### src/rtl/core/trp_pkg.sv
package trp_pkg;

    localparam int TABLE_ENTRIES = 256;
    localparam int TABLE_AW      = $clog2(TABLE_ENTRIES);
    localparam int LAYER_BITS    = 16;
    localparam int IDX_W         = 8;
    localparam int NS_W          = 32;
    localparam int BYTES_W       = 40;
    localparam int COUNT_W       = 32;
    localparam int TOTAL_W       = 48;
    localparam int Q16_W         = 17;
    localparam int WIN_W         = 16;
    localparam int NUM_W         = 52;
    localparam int DIV_W         = 54;
    localparam int QUEUE_DEPTH   = 2;
    localparam int QPTR_W        = $clog2(QUEUE_DEPTH);

    localparam logic [Q16_W-1:0] ONE_Q16     = 17'h10000;
    localparam logic [19:0]      NS_PER_MS   = 20'd1000000;
    localparam logic [9:0]       SCORE_MAX   = 10'd1000;
    localparam logic [16:0]      RECIP_10    = 17'd52429;
    localparam logic [WIN_W-1:0] WINDOW_RST  = 16'd16;
    localparam logic [3:0]       EXP_N_LIMIT = 4'd12;

    typedef enum logic [1:0] {
        KIND_ACCESS  = 2'd0,
        KIND_ADVANCE = 2'd1,
        KIND_EVICT   = 2'd2,
        KIND_QUERY   = 2'd3
    } t_kind;

    typedef enum logic [3:0] {
        ST_IDLE,
        ST_READ,
        ST_PDIV,
        ST_CMUL,
        ST_CDGO,
        ST_CDIV,
        ST_PROB1,
        ST_PROB2,
        ST_S1,
        ST_S2,
        ST_S3,
        ST_OUT
    } t_bstate;

    typedef struct packed {
        logic [COUNT_W-1:0]    count;
        logic [LAYER_BITS-1:0] last;
        logic                  reuse_known;
        logic [LAYER_BITS-1:0] reuse;
        logic [TOTAL_W-1:0]    total;
        logic                  seen;
    } t_entry;

    localparam int ENTRY_W = $bits(t_entry);

    typedef struct packed {
        t_kind                 kind;
        logic                  in_table;
        logic [IDX_W-1:0]      idx;
        logic [LAYER_BITS-1:0] layer;
        logic [NS_W-1:0]       ns;
        logic                  bytes_nz;
    } t_item;

    typedef struct packed {
        logic  valid;
        t_item item;
    } t_head;

    typedef struct packed {
        logic             start;
        logic [DIV_W-1:0] a;
        logic [DIV_W-1:0] d;
    } t_div_req;

    typedef struct packed {
        logic             busy;
        logic             done;
        logic [Q16_W-1:0] q;
    } t_div_rsp;

    typedef struct packed {
        logic                  entry_known;
        logic [LAYER_BITS-1:0] last;
        logic                  reuse_known;
        logic [LAYER_BITS-1:0] reuse;
        logic [LAYER_BITS:0]   next;
        logic [9:0]            score;
        logic [Q16_W-1:0]      cost;
        logic [Q16_W-1:0]      pressure;
    } t_result;

    function automatic logic [Q16_W-1:0] exp_int(input logic [3:0] n);
        logic [Q16_W-1:0] v;
        case (n)
            4'd0:    v = 17'd65536;
            4'd1:    v = 17'd24109;
            4'd2:    v = 17'd8869;
            4'd3:    v = 17'd3263;
            4'd4:    v = 17'd1200;
            4'd5:    v = 17'd442;
            4'd6:    v = 17'd162;
            4'd7:    v = 17'd60;
            4'd8:    v = 17'd22;
            4'd9:    v = 17'd8;
            4'd10:   v = 17'd3;
            4'd11:   v = 17'd1;
            default: v = 17'd0;
        endcase
        return v;
    endfunction

    function automatic logic [Q16_W-1:0] exp_tenth(input logic [3:0] k);
        logic [Q16_W-1:0] v;
        case (k)
            4'd0:    v = 17'd65536;
            4'd1:    v = 17'd59299;
            4'd2:    v = 17'd53656;
            4'd3:    v = 17'd48550;
            4'd4:    v = 17'd43930;
            4'd5:    v = 17'd39750;
            4'd6:    v = 17'd35967;
            4'd7:    v = 17'd32544;
            4'd8:    v = 17'd29447;
            4'd9:    v = 17'd26645;
            default: v = 17'd0;
        endcase
        return v;
    endfunction

endpackage

### src/rtl/core/trp_div.sv
module trp_div (
    input  logic              i_clk,
    input  logic              i_rst_n,
    input  trp_pkg::t_div_req i_req,
    output trp_pkg::t_div_rsp o_rsp
);

    logic [trp_pkg::DIV_W:0]   r_rem;
    logic [trp_pkg::DIV_W-1:0] r_den;
    logic [15:0]               r_q;
    logic [4:0]                r_cnt;
    logic                      r_busy;
    logic                      r_done;
    logic                      r_sat;
    logic [trp_pkg::DIV_W:0]   w_shift;
    logic                      w_fit;

    // one quotient bit per cycle, restoring
    assign w_shift = {r_rem[trp_pkg::DIV_W-1:0], 1'b0};
    assign w_fit   = w_shift >= {1'b0, r_den};

    always_ff @(posedge i_clk) begin
        if (!i_rst_n) begin
            r_busy <= 1'b0;
            r_done <= 1'b0;
            r_cnt  <= '0;
        end else begin
            r_done <= 1'b0;
            if (i_req.start) begin
                r_busy <= 1'b1;
                r_cnt  <= 5'd16;
            end else if (r_busy) begin
                r_cnt <= r_cnt - 5'd1;
                if (r_cnt == 5'd1) begin
                    r_busy <= 1'b0;
                    r_done <= 1'b1;
                end
            end
        end
    end

    always_ff @(posedge i_clk) begin
        if (i_req.start) begin
            r_rem <= {1'b0, i_req.a};
            r_den <= i_req.d;
            r_q   <= '0;
            r_sat <= i_req.a >= i_req.d;
        end else if (r_busy) begin
            r_rem <= w_fit ? (w_shift - {1'b0, r_den}) : w_shift;
            r_q   <= {r_q[14:0], w_fit};
        end
    end

    assign o_rsp.busy = r_busy;
    assign o_rsp.done = r_done;
    assign o_rsp.q    = r_sat ? trp_pkg::ONE_Q16 : {1'b0, r_q};

endmodule

### config.mk
export PLATFORM = sky130hd
export DESIGN_NAME = trp_div
export DESIGN_NICKNAME = d
export VERILOG_FILES = /design/src/rtl/core/trp_pkg.sv /design/src/rtl/core/trp_div.sv
export SDC_FILE = /design/constraint.sdc
export NUM_CORES = 1
export LEC_CHECK = 0
export BUFFER_PORTS_ARGS = -buffer_cell sky130_fd_sc_hd__clkbuf_2
export CAP_MARGIN = 20
export CORE_UTILIZATION = 54
export CTS_CLUSTER_DIAMETER = 50
export DETAILED_ROUTE_END_ITERATION = 16
export MAX_ROUTING_LAYER = met4
export PLACE_DENSITY_LB_ADDON = 0.1
export SETUP_SLACK_MARGIN = 0.4
export SYNTH_ARGS = -nofsm -noshare
export SYNTH_HDL_FRONTEND = slang
export SYNTH_SLANG_ARGS = --single-unit
export TNS_END_PERCENT = 20
### constraint.sdc
create_clock -name i_clk -period 10 [get_ports i_clk]
set_input_delay 1 -clock i_clk [delete_from_list [all_inputs] [get_ports i_clk]]
set_output_delay 1 -clock i_clk [all_outputs]
set_load 0.01 [all_outputs]
==> flow_summary_export.csv <==
group,metric,value,unit
flow_run,max_cap_violations,0,
setup_path,r2r_start,"r_rem[36]",
sta,max_freq,221.9,MHz
clock_network,insertion_delay,0.44,ns
detailed_routing,dr.pass1.iters,6,
clock_network,cts_sinks,132,
detailed_routing,drt_iter0_markers,818,
synth,syn_nets,1408,
floorplan,die_area,19840,um2
power,p_total,2.469,mW
cells_and_area,n_antenna_cell,0,
floorplan,initial_core_util,55.30,%
setup_path,crit_chain,"ha_1 > nand4_1 > nor4_1 > nand3_1 > or3_1 > nand3_1 > nand4_1 > buf_4 > a41oi_1 > o21ai_1",
power,peakVddDrop,0.1244,mV
outcome,outcome,"finished, final reports clean",
cells_and_area,finalInstanceArea,11750,um2
worst_hold_path,hp-class,"reg2reg",
global_route,grt_max_degree,79,
clock_network,cts-root-buf,"clkbuf_16",
clock_network,clock_path_buffers,2,
placement,gp_congestion,0.8986,
cells_and_area,nNetsFinal,1494,
detailed_routing,avgRoutedWirePerCell,17.71,um
detailed_routing,num_vias,9226,
global_route,antenna_found_initial,0,
setup_path,critical_path_class,"reg2reg",
sta,drv_slew,0,
clock_network,cts_setup_buffers,0,
floorplan,num_rows,50,
detailed_routing,vias_per_cell,5.972,
cells_and_area,nFillCells,1624,
floorplan,pin_count,130,
detailed_routing,drtAntennaViolNets,0,
setup_path,path_delay_family,"simple AND/OR/NAND/NOR gates",
placement,place_area,11150,um2
placement,dp_hpwl,19.59,mm
setup_path,timing.reg2reg.worst_path_depth,10,
placement,io_buffers,129,
global_route,grt_overflow,0,
synth,synth_flop_cell,"edfxtp_1",
setup_path,crit_cells,10,
synth,synth_edf_count,109,
setup_path,required,10.15,ns
clock_network,cts_tree,"built",
floorplan,die_w,140.9,um
synth,netlist_area,10410,um2
sta,timing.final.crit_share,45.07,%
clock_network,htree_levels,4,
sta,setup_viol,0,
sta,fin_crit,4.507,ns
setup_path,cp.arrival,4.66,ns
floorplan,fp.coreArea,18830,um2
cells_and_area,layout-drive-gt1-share,14.63,%
global_route,grt_pass1_wl,44.43,mm
setup_path,worstPathMaxFanout,34,
cells_and_area,finalNonFillerCells,1545,
cells_and_area,fin_util,62.37,%
setup_path,startpoint,"r_rem[36]",
placement,pre_cts_ws,5.451,ns
clock_network,clkSlewWorstSetupHoldPaths,0.07,ns
sta,hold_ws,0.4976,ns
detailed_routing,drc,0,
sta,layout_setup_ws,5.493,ns
setup_path,r2r_slack,5.49,ns
sta,setup_tns,0,ns
cells_and_area,layout_commonest_cell,"inv_1",
sta,worst_pin_slew,1.059,ns
clock_network,cts_resized,0,
synth,syn_inst,1186,
synth,yosysSeqAreaShare,35.85,%
setup_path,worstSetupStartpointType,"register",
power,p_leak,5.242,nW
setup_path,endpoint_kind,"register",
detailed_routing,finalWirelength,27.36,mm
power,p_per_area,210.2,nW/um2
clock_network,cts_hold_buf,0,
clock_network,numCtsBuffers,17,
sta,final_hold_viol_count,0,
global_route,gr-usage-all-layers,29.25,%
floorplan,die_h,140.9,um
setup_path,crit_buf_inv,1,
sta,fin_skew,0.01211,ns
setup_path,slowest_stage,"nand4_1",
synth,yosys_warnings,0,
synth,avgSynthCellArea,8.781,um2
synth,synth_seq_cells,132,
setup_path,cpPeakStageDelay,0.84,ns
synth,yosys.cell_types.count,67,
placement,place_inst,1511,
sta,maxSlewHeadroom,29.21,%
setup_path,crit_path_end,"r_rem[49]",
cells_and_area,layout_common_cells,"130 x inv_1, 128 x clkbuf_2, 110 x ha_1, 109 x edfxtp_1, 83 x nor2_1",
sta,rsz0062_at_grt,"no",
setup_path,r2r_end,"r_rem[49]",
synth,async_flop_share,0,%
global_route,grt_pass1_vias,8789,
worst_hold_path,min_path_cells,2,
cells_and_area,area_delta_synth_final,12.78,%
[logic make-up after synthesis]
family	after synthesis	synth area share [%]
AO/OA/AOI/OAI	340	21.71
XOR/XNOR	51	4.289
adder cells (fa/ha/maj)	111	13.41
buffers and inverters	202	7.521
flip-flops	132	35.85
multiplexers	15	1.442
AND/OR/NAND/NOR	335	15.78
[per-layer routing]
metal / global-route usage [%] / vias up / wire length, um
met3: 4.755 / 30 / 1796
li1: - / 4501 / -
met5: - / - / 0
met1: 40.60 / 4375 / 12920
met4: 6.178 / 0 / 308
met2: 45.01 / 320 / 12330
[sequential cells by signal, indices dropped and copies added (netlist names)]
name / cells
r_rem: 54
r_busy: 1
r_sat: 1
r_den: 54
r_cnt: 5
r_q: 16
r_done: 1
[power by group]
group | internal [mW] | switching, mW
combinational | 0.436 | 0.668
sequential | 0.704 | 0.0458
clock | 0.328 | 0.287
total | 1.47 | 1.00
[worst min path at each step]
| stage | endpoint | slack, ns | start |
|---|---|---|---|
| finish | r_cnt[1] | 0.50 | r_cnt[1] |
| floorplan | r_q[15] | 0.45 | r_q[15] |
| global placement | r_q[15] | 0.47 | r_q[15] |
| global route | r_cnt[1] | 0.52 | r_cnt[1] |
| detailed placement | r_q[15] | 0.48 | r_q[15] |
| CTS | r_cnt[1] | 0.50 | r_cnt[1] |
[worst min-delay path, cell delays in order (launching register included)]
cell,delay (ns)
dfxtp_1,0.32
nor2_1,0.08
a211oi_1,0.05
[cell usage after synthesis, types with 7 or more instances]
| library cell | n | area share (%) |
|---|---|---|
| inv_1 | 130 | 4.7 |
| ha_1 | 110 | 13 |
| edfxtp_1 | 109 | 31 |
| nor2_1 | 83 | 3.0 |
| nand2_1 | 82 | 3.0 |
| a21oi_1 | 81 | 3.9 |
| o21ai_0 | 66 | 3.2 |
| clkbuf_1 | 54 | 1.9 |
| nand4_1 | 51 | 3.1 |
| xnor2_1 | 45 | 3.8 |
| a21o_1 | 43 | 3.1 |
| nand3_1 | 39 | 1.9 |
| a31oi_1 | 36 | 2.2 |
| nor2b_1 | 27 | 1.6 |
| dfxtp_1 | 23 | 4.4 |
| mux2i_1 | 15 | 1.4 |
| o21bai_1 | 14 | 1.0 |
| and2_1 | 11 | 0.66 |
| nor3_1 | 11 | 0.53 |
| o311ai_1 | 11 | 0.93 |
| buf_2 | 10 | 0.48 |
| a211oi_1 | 9 | 0.65 |
| o211ai_1 | 9 | 0.65 |
| a41oi_1 | 8 | 0.67 |
| o21a_1 | 7 | 0.50 |
| o21ai_1 | 7 | 0.34 |
| o31ai_1 | 7 | 0.50 |
[cell type report]
| cell class | count | area (um2) | area share, % |
|---|---|---|---|
| Clock buffer | 17 | 425.4 | 3.622 |
| Multi-Input combinational cell | 852 | 5901 | 50.24 |
| Clock inverter | 15 | 137.6 | 1.172 |
| Sequential cell | 132 | 3734 | 31.79 |
| Tap cell | 260 | 325.3 | 2.770 |
| Inverter | 131 | 491.7 | 4.187 |
| Timing Repair Buffer | 138 | 730.7 | 6.221 |
(Power assumes the default switching activity.)
